===== src/rtl/tld_pkg.sv =====
package tld_pkg;

  // field widths
  localparam int unsigned LEVEL_W = 10;
  localparam int unsigned TIME_W  = 32;
  localparam int unsigned CNT_W   = 4;

  // decision constants
  localparam logic [LEVEL_W-1:0] LOW_LEVEL_LIMIT = 10'd30;
  localparam logic [LEVEL_W-1:0] SMALL_STEP      = 10'd5;
  localparam logic [LEVEL_W-1:0] LARGE_STEP      = 10'd20;
  localparam logic [LEVEL_W-1:0] BAND_HALF       = 10'd50;
  localparam logic [LEVEL_W-1:0] BAND_SPLIT      = 10'd100;
  localparam logic [LEVEL_W-1:0] SUNSET_LEVEL    = 10'd70;
  localparam logic [LEVEL_W-1:0] SUNRISE_LEVEL   = 10'd100;
  localparam logic [LEVEL_W-1:0] BOUNDARY_RESET  = 10'd100;
  localparam logic [TIME_W-1:0]  SUNSET_GAP      = 32'd72000;
  localparam logic [CNT_W-1:0]   DEBOUNCE_MAX    = 4'd9;
  localparam logic [CNT_W-1:0]   FLIP_COUNT_MAX  = 4'd15;
  localparam logic [CNT_W-1:0]   CNT_STEP        = 4'd1;

  // one input item
  typedef struct packed {
    logic [LEVEL_W-1:0] sample;
    logic [TIME_W-1:0]  now_seconds;
    logic               clock_valid;
  } tld_item_t;

  // one result item
  typedef struct packed {
    logic               twilight_flipped;
    logic               is_twilight;
    logic               level_known;
    logic [LEVEL_W-1:0] level;
    logic               report_change;
    logic [CNT_W-1:0]   flip_counter;
    logic               sunset_recorded;
    logic               sunrise_recorded;
    logic [TIME_W-1:0]  sunset_time;
    logic [TIME_W-1:0]  sunrise_time;
  } tld_result_t;

  // detector state carried from item to item
  typedef struct packed {
    logic [LEVEL_W-1:0] level;
    logic               level_valid;
    logic               twilight;
    logic [CNT_W-1:0]   flip_count;
    logic               lockout;
    logic [CNT_W-1:0]   dawn_count;
    logic [TIME_W-1:0]  sunset_time;
    logic [TIME_W-1:0]  sunrise_time;
  } tld_state_t;

endpackage


===== src/rtl/tld_ifs.sv =====
// light sample channel
interface tld_in_if;
  logic                         valid;
  logic                         ready;
  logic [tld_pkg::LEVEL_W-1:0]  sample;
  logic [tld_pkg::TIME_W-1:0]   now_seconds;
  logic                         clock_valid;

  modport source (output valid, output sample, output now_seconds, output clock_valid,
                  input ready);
  modport sink (input valid, input sample, input now_seconds, input clock_valid,
                output ready);
endinterface

// result channel
interface tld_out_if;
  logic                         valid;
  logic                         ready;
  logic                         twilight_flipped;
  logic                         is_twilight;
  logic                         level_known;
  logic [tld_pkg::LEVEL_W-1:0]  level;
  logic                         report_change;
  logic [tld_pkg::CNT_W-1:0]    flip_counter;
  logic                         sunset_recorded;
  logic                         sunrise_recorded;
  logic [tld_pkg::TIME_W-1:0]   sunset_time;
  logic [tld_pkg::TIME_W-1:0]   sunrise_time;

  modport source (output valid, output twilight_flipped, output is_twilight,
                  output level_known, output level, output report_change,
                  output flip_counter, output sunset_recorded, output sunrise_recorded,
                  output sunset_time, output sunrise_time, input ready);
  modport sink (input valid, input twilight_flipped, input is_twilight,
                input level_known, input level, input report_change,
                input flip_counter, input sunset_recorded, input sunrise_recorded,
                input sunset_time, input sunrise_time, output ready);
endinterface

// boundary write channel
interface tld_cfg_if;
  logic                         valid;
  logic                         ready;
  logic [tld_pkg::LEVEL_W-1:0]  boundary;

  modport source (output valid, output boundary, input ready);
  modport sink (input valid, input boundary, output ready);
endinterface


===== src/rtl/tld_in_reg.sv =====
module tld_in_reg (
  input  logic               clk_i,
  input  logic               rst_ni,
  tld_in_if.sink             in_ch,
  input  logic               advance_i,
  output logic               valid_o,
  output tld_pkg::tld_item_t item_o
);

  logic               valid_q;
  tld_pkg::tld_item_t item_q;
  logic               load;

  // take a new item when empty or when the held one moves on
  assign in_ch.ready = !valid_q || advance_i;
  assign load        = in_ch.valid && in_ch.ready;

  always_ff @(posedge clk_i or negedge rst_ni) begin
    if (!rst_ni) begin
      valid_q <= 1'b0;
    end else if (load) begin
      valid_q <= 1'b1;
    end else if (advance_i) begin
      valid_q <= 1'b0;
    end
  end

  // payload capture
  always_ff @(posedge clk_i) begin
    if (load) begin
      item_q.sample      <= in_ch.sample;
      item_q.now_seconds <= in_ch.now_seconds;
      item_q.clock_valid <= in_ch.clock_valid;
    end
  end

  assign valid_o = valid_q;
  assign item_o  = item_q;

endmodule


===== src/rtl/tld_eval.sv =====
module tld_eval (
  input  tld_pkg::tld_state_t            state_i,
  input  logic [tld_pkg::LEVEL_W-1:0]    boundary_i,
  input  tld_pkg::tld_item_t             item_i,
  output tld_pkg::tld_state_t            state_o,
  output tld_pkg::tld_result_t           result_o
);

  tld_pkg::tld_state_t             nxt;
  logic [tld_pkg::LEVEL_W-1:0]     diff;
  logic [tld_pkg::LEVEL_W-1:0]     lim;
  logic [tld_pkg::LEVEL_W-1:0]     lo;
  logic [tld_pkg::LEVEL_W:0]       hi;
  logic [tld_pkg::LEVEL_W:0]       lv_ext;
  logic [tld_pkg::TIME_W-1:0]      elapsed;
  logic                            below;
  logic                            past_boundary;
  logic                            change;
  logic                            flipped;
  logic                            sent;
  logic                            set_rec;
  logic                            rise_rec;

  // hysteresis band edges, step size and time since the last sunset
  assign diff    = (state_i.level > item_i.sample) ? state_i.level - item_i.sample
                                                   : item_i.sample - state_i.level;
  assign lim     = (item_i.sample < tld_pkg::LOW_LEVEL_LIMIT) ? tld_pkg::SMALL_STEP
                                                              : tld_pkg::LARGE_STEP;
  assign lo      = (boundary_i < tld_pkg::BAND_SPLIT) ? boundary_i
                                                      : boundary_i - tld_pkg::BAND_HALF;
  assign hi      = {1'b0, boundary_i} + {1'b0, tld_pkg::BAND_HALF};
  assign elapsed = item_i.now_seconds - state_i.sunset_time;

  always_comb begin
    nxt           = state_i;
    change        = 1'b0;
    flipped       = 1'b0;
    sent          = 1'b0;
    set_rec       = 1'b0;
    rise_rec      = 1'b0;
    below         = 1'b0;
    past_boundary = 1'b0;

    // level capture and tracking
    if (!state_i.level_valid) begin
      if (item_i.sample > boundary_i) begin
        nxt.level       = item_i.sample;
        nxt.level_valid = 1'b1;
        change          = 1'b1;
      end
    end else if (diff > lim) begin
      nxt.level = item_i.sample;
      change    = 1'b1;
    end
    lv_ext = {1'b0, nxt.level};

    if (nxt.level_valid) begin
      // schmitt trigger with debounce and lockout
      if (state_i.lockout) begin
        if (nxt.level < lo || lv_ext > hi) begin
          nxt.lockout = 1'b0;
        end
      end else begin
        below = state_i.twilight ? (nxt.level < lo) : (lv_ext < hi);
        if (state_i.twilight != below) begin
          change = 1'b1;
          if (state_i.flip_count != tld_pkg::FLIP_COUNT_MAX) begin
            nxt.flip_count = state_i.flip_count + tld_pkg::CNT_STEP;
          end
          past_boundary = state_i.twilight ? (nxt.level > boundary_i)
                                           : (nxt.level < boundary_i);
          if (nxt.flip_count > tld_pkg::DEBOUNCE_MAX && past_boundary) begin
            nxt.twilight   = nxt.level < boundary_i;
            nxt.lockout    = 1'b1;
            nxt.flip_count = '0;
            flipped        = 1'b1;
          end
        end else begin
          nxt.flip_count = '0;
        end
      end

      // sunset and sunrise time stamps
      if (item_i.clock_valid) begin
        if (nxt.twilight && nxt.level < tld_pkg::SUNSET_LEVEL &&
            (state_i.sunset_time <= state_i.sunrise_time || elapsed > tld_pkg::SUNSET_GAP)) begin
          nxt.sunset_time = item_i.now_seconds;
          sent            = 1'b1;
          set_rec         = 1'b1;
        end
        if (nxt.level > tld_pkg::SUNRISE_LEVEL && state_i.sunrise_time <= nxt.sunset_time) begin
          nxt.dawn_count = state_i.dawn_count + tld_pkg::CNT_STEP;
          if (nxt.dawn_count > tld_pkg::DEBOUNCE_MAX) begin
            nxt.sunrise_time = item_i.now_seconds;
            nxt.dawn_count   = '0;
            sent             = 1'b1;
            rise_rec         = 1'b1;
          end
        end else begin
          nxt.dawn_count = '0;
        end
      end
    end
  end

  // result fields
  assign state_o                   = nxt;
  assign result_o.twilight_flipped = flipped;
  assign result_o.is_twilight      = nxt.twilight;
  assign result_o.level_known      = nxt.level_valid;
  assign result_o.level            = nxt.level_valid ? nxt.level : '0;
  assign result_o.report_change    = change && !sent;
  assign result_o.flip_counter     = nxt.flip_count;
  assign result_o.sunset_recorded  = set_rec;
  assign result_o.sunrise_recorded = rise_rec;
  assign result_o.sunset_time      = nxt.sunset_time;
  assign result_o.sunrise_time     = nxt.sunrise_time;

endmodule


===== src/rtl/twilight_light_detector_core.sv =====
// channel  | dir | handshake     | payload
// in_ch    | in  | valid/ready   | sample, now_seconds, clock_valid
// out_ch   | out | valid/ready   | flip/state flags, level, counter, sun times
// cfg_ch   | in  | valid/ready   | boundary (ready held high)
//
// one item per cycle sustained unless out_ch stalls; a result is offered once its
// item moves from the input register into the result register; detector state sits in
// place and is updated on that move, so the next item sees the new state; a stalled
// result holds; the input register still takes one more item behind it
// reset clears the state, valid flags and sets boundary to 100
module twilight_light_detector_core (
  input  logic     clk_i,
  input  logic     rst_ni,
  tld_in_if.sink   in_ch,
  tld_out_if.source out_ch,
  tld_cfg_if.sink  cfg_ch
);

  logic                         s1_valid;
  tld_pkg::tld_item_t           s1_item;
  logic                         advance;
  logic [tld_pkg::LEVEL_W-1:0]  boundary_q;
  tld_pkg::tld_state_t          state_q;
  tld_pkg::tld_state_t          state_d;
  tld_pkg::tld_result_t         result_d;
  tld_pkg::tld_result_t         out_q;
  logic                         out_valid_q;

  // move the held item into the result register when there is room
  assign advance = s1_valid && (!out_valid_q || out_ch.ready);

  tld_in_reg u_in_reg (
    .clk_i     (clk_i),
    .rst_ni    (rst_ni),
    .in_ch     (in_ch),
    .advance_i (advance),
    .valid_o   (s1_valid),
    .item_o    (s1_item)
  );

  tld_eval u_eval (
    .state_i    (state_q),
    .boundary_i (boundary_q),
    .item_i     (s1_item),
    .state_o    (state_d),
    .result_o   (result_d)
  );

  // boundary register
  assign cfg_ch.ready = 1'b1;

  always_ff @(posedge clk_i or negedge rst_ni) begin
    if (!rst_ni) begin
      boundary_q <= tld_pkg::BOUNDARY_RESET;
    end else if (cfg_ch.valid) begin
      boundary_q <= cfg_ch.boundary;
    end
  end

  // detector state and result valid
  always_ff @(posedge clk_i or negedge rst_ni) begin
    if (!rst_ni) begin
      state_q     <= '0;
      out_valid_q <= 1'b0;
    end else begin
      if (advance) begin
        state_q <= state_d;
      end
      if (advance) begin
        out_valid_q <= 1'b1;
      end else if (out_ch.ready) begin
        out_valid_q <= 1'b0;
      end
    end
  end

  // result payload
  always_ff @(posedge clk_i) begin
    if (advance) begin
      out_q <= result_d;
    end
  end

  assign out_ch.valid            = out_valid_q;
  assign out_ch.twilight_flipped = out_q.twilight_flipped;
  assign out_ch.is_twilight      = out_q.is_twilight;
  assign out_ch.level_known      = out_q.level_known;
  assign out_ch.level            = out_q.level;
  assign out_ch.report_change    = out_q.report_change;
  assign out_ch.flip_counter     = out_q.flip_counter;
  assign out_ch.sunset_recorded  = out_q.sunset_recorded;
  assign out_ch.sunrise_recorded = out_q.sunrise_recorded;
  assign out_ch.sunset_time      = out_q.sunset_time;
  assign out_ch.sunrise_time     = out_q.sunrise_time;

endmodule


===== src/flat_wrapper.sv =====
// flat-port wrapper written by rule: the top's interface ports become plain ports
module twilight_light_detector_core_flat 
  (clk_i, rst_ni, in_ch_valid, in_ch_sample, in_ch_now_seconds, in_ch_clock_valid, in_ch_ready, out_ch_valid, out_ch_twilight_flipped, out_ch_is_twilight, out_ch_level_known, out_ch_level, out_ch_report_change, out_ch_flip_counter, out_ch_sunset_recorded, out_ch_sunrise_recorded, out_ch_sunset_time, out_ch_sunrise_time, out_ch_ready, cfg_ch_valid, cfg_ch_boundary, cfg_ch_ready);
  tld_in_if in_ch_i ();
  tld_out_if out_ch_i ();
  tld_cfg_if cfg_ch_i ();
  input  logic clk_i;
  input  logic rst_ni;
  input wire logic [$bits(in_ch_i.valid)-1:0] in_ch_valid;
  input wire logic [$bits(in_ch_i.sample)-1:0] in_ch_sample;
  input wire logic [$bits(in_ch_i.now_seconds)-1:0] in_ch_now_seconds;
  input wire logic [$bits(in_ch_i.clock_valid)-1:0] in_ch_clock_valid;
  output wire logic [$bits(in_ch_i.ready)-1:0] in_ch_ready;
  output wire logic [$bits(out_ch_i.valid)-1:0] out_ch_valid;
  output wire logic [$bits(out_ch_i.twilight_flipped)-1:0] out_ch_twilight_flipped;
  output wire logic [$bits(out_ch_i.is_twilight)-1:0] out_ch_is_twilight;
  output wire logic [$bits(out_ch_i.level_known)-1:0] out_ch_level_known;
  output wire logic [$bits(out_ch_i.level)-1:0] out_ch_level;
  output wire logic [$bits(out_ch_i.report_change)-1:0] out_ch_report_change;
  output wire logic [$bits(out_ch_i.flip_counter)-1:0] out_ch_flip_counter;
  output wire logic [$bits(out_ch_i.sunset_recorded)-1:0] out_ch_sunset_recorded;
  output wire logic [$bits(out_ch_i.sunrise_recorded)-1:0] out_ch_sunrise_recorded;
  output wire logic [$bits(out_ch_i.sunset_time)-1:0] out_ch_sunset_time;
  output wire logic [$bits(out_ch_i.sunrise_time)-1:0] out_ch_sunrise_time;
  input wire logic [$bits(out_ch_i.ready)-1:0] out_ch_ready;
  input wire logic [$bits(cfg_ch_i.valid)-1:0] cfg_ch_valid;
  input wire logic [$bits(cfg_ch_i.boundary)-1:0] cfg_ch_boundary;
  output wire logic [$bits(cfg_ch_i.ready)-1:0] cfg_ch_ready;
  assign in_ch_i.valid = in_ch_valid;
  assign in_ch_i.sample = in_ch_sample;
  assign in_ch_i.now_seconds = in_ch_now_seconds;
  assign in_ch_i.clock_valid = in_ch_clock_valid;
  assign in_ch_ready = in_ch_i.ready;
  assign out_ch_valid = out_ch_i.valid;
  assign out_ch_twilight_flipped = out_ch_i.twilight_flipped;
  assign out_ch_is_twilight = out_ch_i.is_twilight;
  assign out_ch_level_known = out_ch_i.level_known;
  assign out_ch_level = out_ch_i.level;
  assign out_ch_report_change = out_ch_i.report_change;
  assign out_ch_flip_counter = out_ch_i.flip_counter;
  assign out_ch_sunset_recorded = out_ch_i.sunset_recorded;
  assign out_ch_sunrise_recorded = out_ch_i.sunrise_recorded;
  assign out_ch_sunset_time = out_ch_i.sunset_time;
  assign out_ch_sunrise_time = out_ch_i.sunrise_time;
  assign out_ch_i.ready = out_ch_ready;
  assign cfg_ch_i.valid = cfg_ch_valid;
  assign cfg_ch_i.boundary = cfg_ch_boundary;
  assign cfg_ch_ready = cfg_ch_i.ready;
  twilight_light_detector_core u_core (.clk_i(clk_i), .rst_ni(rst_ni), .in_ch(in_ch_i), .out_ch(out_ch_i), .cfg_ch(cfg_ch_i));
endmodule

===== config.mk =====
export PLATFORM = sky130hd
export DESIGN_NAME = twilight_light_detector_core_flat
export DESIGN_NICKNAME = d
export VERILOG_FILES = /design/src/rtl/tld_pkg.sv /design/src/rtl/tld_ifs.sv /design/src/rtl/tld_in_reg.sv /design/src/rtl/tld_eval.sv /design/src/rtl/twilight_light_detector_core.sv /design/src/flat_wrapper.sv
export SDC_FILE = /design/constraint.sdc
export NUM_CORES = 1
export LEC_CHECK = 0
export ABC_CLOCK_PERIOD_IN_PS = 22100
export BUFFER_PORTS_ARGS = -buffer_cell sky130_fd_sc_hd__buf_2
export CAP_MARGIN = 20
export CORE_MARGIN = 2
export CORE_UTILIZATION = 27
export CTS_BUF_LIST = sky130_fd_sc_hd__clkbuf_4 sky130_fd_sc_hd__clkbuf_8
export CTS_CLUSTER_DIAMETER = 30
export CTS_CLUSTER_SIZE = 20
export DETAILED_ROUTE_END_ITERATION = 8
export PLACE_DENSITY = 0.48
export SYNTH_ARGS = -nofsm -noshare
export SYNTH_HDL_FRONTEND = slang
export SYNTH_SLANG_ARGS = --single-unit

===== constraint.sdc =====
create_clock -name clk_i -period 22.1 [get_ports clk_i]
set_input_delay 2.21 -clock clk_i [delete_from_list [all_inputs] [get_ports clk_i]]
set_output_delay 2.21 -clock clk_i [all_outputs]
set_load 0.005 [all_outputs]

== After elaboration in Yosys (flattened, before gate mapping) ==
Index checks and enable logic that the tools add are counted.
Storage, ports and cells
  register bits: 224
  latch bits: 0
  RAM bits: 0
  memory bits (read-only): 0
  input bits: 58
  memories kept: 0
Cells by class
  $add $sub $neg: 7
  multipliers: 0
  div/mod/pow operators: 0
  order comparisons: 17
  equality and inequality tests: 2
  shifts and indexed selects: 0
  mux-type cells: 47
  bitwise logic cells: 2
  reductions and logical operators: 21
Operator list (count)
  two-way mux 32 bit: 5
  two-way mux 74 bit: 1
  two-way mux 68 bit: 1
  <= comparator 32 bit: 2
  two-way mux 10 bit: 4
  greater-than comparator 32 x 17 -> 1 bit, second input constant: 1
  subtractor 32 bit: 1
  greater-than comparator 10 bit: 3
  two-way mux 4 bit: 7
  two-way mux 1 bit: 24
  less-than comparator 10 bit: 2
  less-than comparator 10 x 7 -> 1 bit, second input constant: 2
  subtractor 10 bit: 2
  two-way mux 5 bit: 3
  adder 10 x 6 -> 11 bit, second input constant: 1
  greater-than comparator 10 x 11 -> 1 bit: 1
  less-than comparator 10 x 11 -> 1 bit: 1
  two-way mux 11 bit: 1
  greater-than comparator 10 x 5 -> 1 bit: 1
  greater-than comparator 10 x 7 -> 1 bit, second input constant: 1
  less-than comparator 10 x 5 -> 1 bit, second input constant: 1
  subtractor 10 x 6 -> 10 bit, second input constant: 1
  adder 4 x 1 -> 4 bit, second input constant: 2
  greater-than comparator 4 bit, second input constant: 2
  other kinds (11): 26

== Logic depth before layout (Yosys ltp) ==
  depth after elaboration: 29
  gate-level depth with buffers: 46
  depth with buffers taken out: 42

== Hierarchy ==
Synthesis repeated with hierarchy kept, for this count alone.
Second synthesis, totals
  cell total of the unflattened synthesis: 1480
  area, all modules: 15991.6 um2
Modules (own cells, without submodules)
  tld_eval: times used 1, cells an instance 1142, area each 8379.3 um2, sequential area each 0.0 um2
  twilight_light_detector_core: times used 1, cells an instance 291, area each 6267.3 um2, sequential area each 4928.5 um2
  tld_in_reg: times used 1, cells an instance 47, area each 1345.0 um2, sequential area each 1316.3 um2

== Worst setup path after synthesis ==
OpenSTA, ideal clock, no wires.
  path type: flip-flop to flip-flop
  start: register u_core.state_q[75] in the netlist's numbering
  end: register u_core.out_q, in the netlist u_core.out_ch.sunrise_time[23], data pin
  library setup time: 0.261 ns
  arrival time: 8.825 ns
  data required time: 21.839 ns
  path slack: 13.014 ns
  cell stages (with the launch flop): 45
  buffers on the path: 4
  period minus slack after synthesis: 9.086 ns
  cell sequence: dfrtp_1 > inv_1 > ha_1 > inv_1 > fa_1 > a21o_1 > a221oi_2 > a211oi_4 > a211oi_1 > a21oi_1 > xor2_1 > ha_1 > nor2b_1 > nand2_1 > a21boi_0 > o22a_1 > a221oi_2 > a21oi_1 > (+9 left out) > o21ai_0 > o41a_1 > nand2_1 > nand2_1 > buf_2 > mux2i_1 > ha_1 > a211o_1 > a221oi_1 > o21ai_0 > o21ai_0 > a31oi_1 > nor3_1 > a31oi_1 > a2111oi_4 > buf_2 > buf_2 > o21ai_0
RTL lines
  start: declaration: RTL line twilight_light_detector_core.sv:23  | tld_pkg::tld_state_t state_q;
  start signal: assignment: RTL line twilight_light_detector_core.sv:67  | state_q <= state_d;
  end signal: assignment: RTL line twilight_light_detector_core.sv:80  | out_q <= result_d;
  end: declaration: RTL line twilight_light_detector_core.sv:26  | tld_pkg::tld_result_t out_q;

==> reports/qor.log <==
[status] result of the run completed
[route] Detailed Route Iter0 Violations 669
[clocking] TritonCTS Sinks 224
[timing] Final Setup Violations 0
[timing] final total negative setup slack 0 ps
[route] Avg WL per Cell 18.2 microns
[pwr] internal power contribution 0.00123 W
[timing] Worst Tran Pin Value 992 ps
[pwr] Clock Power Share 31.6%
[floorplanning] floorplan row count 87
[timing] final cycle utilization of the critical path 49.9%
[clocking] PostCTS Resize Cnt 0
[pwr] power share of the sequential group 29.4%
[place] DPL Wire Length 34.4 mm
[floorplanning] die area 58700 sq um
[timing] maximum clock frequency 0.0907 GHz
[timing] Final Hold Vio Count 0
[floorplanning] width of the chip 242 microns
[clocking] clock buffers created by TritonCTS 67
[clocking] hold buffers post-CTS 0
[cells_and_area] number of filler cells placed in the layout 5913
[timing] final max-slew violation count 0
[route] number of iterations in the first detailed-routing pass 5
[logic_synthesis] Netlist cell types 83
[worst_setup_path] most frequent CP cell sky130_fd_sc_hd__a21oi_1
[worst_setup_path] arrival time at the worst endpoint 11340 ps
[logic_synthesis] area share of the leading cell type in the synthesized netlist 24.9%
[timing] setup repair after global routing missed its margin no
[route] routed wire length 46.3 mm
[logic_synthesis] sequential share of the synthesized area 40.7%
[clocking] number of buffers between clock root and the deepest sink 3
[global_route] number of antenna violations at the first check in global routing 0
[logic_synthesis] instance count of the mapped netlist 1562
[pwr] total power density per cell area 108 nW/um^2
[place] pre-CTS setup slack 10950 ps
[clocking] clock insertion delay at the later pin of the skew report 630 ps
[floorplanning] area of the placeable core 56300 sq um
[logic_synthesis] cell taking the most area after synthesis sky130_fd_sc_hd__edfxtp_1
[global_route] global-route wire length before repair 73.5 mm
[pwr] Total Power 0.00198 W
[worst_setup_path] critical-path cell with the highest stage delay sky130_fd_sc_hd__buf_4
[pwr] switching power share of the total 38.1%
[timing] Slew headroom 33.5%
[clocking] Root Driver sky130_fd_sc_hd__clkbuf_8
[worst_setup_path] startpoint type of the worst setup path flop
[floorplanning] num ports 145
[place] routability cong. 0.871
[worst_setup_path] count of cells along the worst register-to-register path 43
[timing] final setup skew 40.3 ps
[pwr] combinational share of power 39.0%
[logic_synthesis] post-synth net total 1783
[cells_and_area] Final nets 1949
[cells_and_area] layout cells sized above 1 20.0%
[flow_run] Max-Cap Viols 0
[route] total number of vias 12700
[logic_synthesis] Mean Syn Cell Area 9.82 sq um
[global_route] final global-route overflow total 0
[pwr] maximum vdd ir drop 0.0456 mV
[worst_setup_path] Buf/Inv on CP 6
[worst_setup_path] reg-to-reg critical path startpoint u_core.state_q[75]
[cells_and_area] final core utilization 32.6%
[floorplanning] overall die height 242 microns
[global_route] maximum number of pins on one net before global-route repair 99
[logic_synthesis] most common flop cell mapped by yosys sky130_fd_sc_hd__edfxtp_1
[clocking] CTS tree built
[worst_setup_path] cell family with most CP delay compound AO/OA/AOI/OAI gates
[worst_setup_path] required time of the critical path 22410 ps
[global_route] via count of the first global-routing pass 13000
[logic_synthesis] cell types with the largest area share after synthesis sky130_fd_sc_hd__edfxtp_1 25%, sky130_fd_sc_hd__dfrtp_1 15%, sky130_fd_sc_hd__ha_1 13%
[worst_setup_path] crit-path max FO 98
[global_route] GRT Overall Usage 15.8%
[route] residual DRC count 0
[clocking] post-CTS setup buffer count 0
[logic_synthesis] number of flip-flops and latches in the synthesized netlist 224
[timing] final critical path time including I/O delays and setup 11020 ps
[pwr] static leakage power 7.80 nW
[hold_path] cell depth of the worst min-delay path 1
[clocking] H-tree Lvls 3
[pwr] Net Sw Power 0.000753 W
[logic_synthesis] total of warnings raised by yosys 0
[logic_synthesis] mapped cell area 15300 sq um
[floorplanning] Initial Util 27.3%
[timing] final worst setup slack 11080 ps
[logic_synthesis] number of synthesized flops with an enable pin 127
[logic_synthesis] asr flop ratio synth 43.3%
[route] number of vias per cell 5.00
[worst_setup_path] crit-path max cell delay 770 ps
[place] number of buffer cells added on primary ports 143
[route] DRT antenna net count 0
[worst_setup_path] Worst setup EP type flop
[worst_setup_path] Worst Path Class, Setup reg -> reg
[worst_setup_path] source of the critical timing path u_core.state_q[75]
[timing] worst hold margin 502 ps
[hold_path] worst hold path startpoint u_core.u_in_reg.valid_o
[hold_path] type of the most critical hold path reg -> reg
[cells_and_area] number of diodes added for antenna fixing 0
[clocking] clock transition time at the flip-flop clock pins of the worst setup and hold paths 50 ps
[worst_setup_path] Stages on worst setup path 43
[cells_and_area] area overhead of the layout relative to synthesis 19.6%
[logic make-up (layout without fill, tap and decap cells)]
group | count (synthesis) | count (layout) | synth area share (%)
AO/OA/AOI/OAI | 441 | 441 | 19.0
XOR/XNOR | 28 | 28 | 1.60
adder cells (fa/ha/maj) | 163 | 163 | 13.4
buffers and inverters | 196 | 417 | 5.08
flip-flops | 224 | 224 | 40.7
multiplexers | 106 | 106 | 7.43
other | 1 | 1 | 0.0244
AND/OR/NAND/NOR | 403 | 403 | 12.7
[stage by stage]
stage               std cells  cell area, sq um
finish                   2539             18300
floorplan                1562             15300
detailed placement       2414             16900
CTS                      2538             18300
global placement         2414             16900
global route             2539             18300
[metal layers]
layer  wire (microns)  GRT usage (%)  vias to the layer above
li1                 -              -                     6178
met1            20800           19.8                     6186
met2            22500           26.9                      270
met3             1940           3.20                       66
met4             1030           5.14                        0
met5                0              0                        -
[cell usage after synthesis, drive strengths merged, types with 10 or more instances]
cell,instances
a211oi,17
a21o,26
a21oi,92
a31oi,11
and3,10
buf,19
clkbuf,40
dfrtp,94
edfxtp,127
ha,160
inv,137
mux2,63
mux2i,43
nand2,129
nand3,67
nand4,26
nor2,77
nor2b,18
nor3,16
o2111ai,12
o211ai,20
o21a,15
o21ai,135
o31ai,10
or3,13
xnor2,21
[area by class of cell]
class | instances | area (sq um) | share of cell area, %
Clock buffer | 84 | 1110 | 6.06
Clock inverter | 40 | 352 | 1.92
Inverter | 137 | 517 | 2.82
Multi-Input combinational cell | 1142 | 8340 | 45.4
Sequential cell | 224 | 6240 | 34.0
Tap cell | 756 | 946 | 5.16
Timing Repair Buffer | 156 | 836 | 4.56
[final timing paths]
check,end,slack (ps)
setup / recovery,u_core.out_ch.sunrise_time[12],11080
hold / removal,u_core.out_ch.valid,500
setup reg to reg,u_core.out_ch.sunrise_time[12],11080
hold reg to reg,u_core.out_ch.valid,500
max in group asynchronous,u_core.state_q[71],19230
min in group asynchronous,u_core.state_q[16],1640
[worst register-to-register path: cells and delay by family, from the launching register on]
kind / cells / cell delay [ps]
compound gates: 24 / 5700
fa+ha+maj: 5 / 1650
buf+inv: 6 / 1580
simple gates: 6 / 1070
flops: 1 / 400
xor+xnor: 1 / 170
mux: 1 / 150
[layout by cell type (no fill, tap or decap), types with 20 or more instances in the layout]
cell                       count
sky130_fd_sc_hd__edfxtp_1    127
sky130_fd_sc_hd__a21oi_1      92
sky130_fd_sc_hd__nand4_1      26
sky130_fd_sc_hd__xnor2_1      21
sky130_fd_sc_hd__buf_2       142
sky130_fd_sc_hd__o21ai_0     105
sky130_fd_sc_hd__nor2_1       77
sky130_fd_sc_hd__nand3_1      67
sky130_fd_sc_hd__a21o_1       26
sky130_fd_sc_hd__ha_1        160
sky130_fd_sc_hd__mux2i_1      43
sky130_fd_sc_hd__o21ai_1      30
sky130_fd_sc_hd__o211ai_1     20
sky130_fd_sc_hd__inv_1       136
sky130_fd_sc_hd__nand2_1     128
sky130_fd_sc_hd__mux2_2       54
sky130_fd_sc_hd__clkbuf_8     77
sky130_fd_sc_hd__dfrtp_1      94
[flip-flops by register name (all words and copies together) (netlist names)]
register                        flops
u_core.boundary_q                  10
u_core.out_ch.flip_counter          4
u_core.out_ch.is_twilight           1
u_core.out_ch.level                10
u_core.out_ch.level_known           1
u_core.out_ch.report_change         1
u_core.out_ch.sunrise_recorded      1
u_core.out_ch.sunrise_time         32
u_core.out_ch.sunset_recorded       1
u_core.out_ch.sunset_time          32
u_core.out_ch.twilight_flipped      1
u_core.out_ch.valid                 1
u_core.state_q                     85
u_core.u_in_reg.item_o             43
u_core.u_in_reg.valid_o             1
[power by group through the flow]
| stage | clock network, W | registers, W | logic (W) |
|---|---|---|---|
| finish | 0.000625 | 0.000582 | 0.000771 |
| global route | 0.000669 | 0.000593 | 0.000867 |
| CTS | 0.000647 | 0.000584 | 0.000771 |
| detailed placement | 0 | 0.000590 | 0.000764 |
| global placement | 0 | 0.000589 | 0.000760 |
| floorplan | 0 | 0.000565 | 0.000564 |
(Power assumes the default switching activity.)
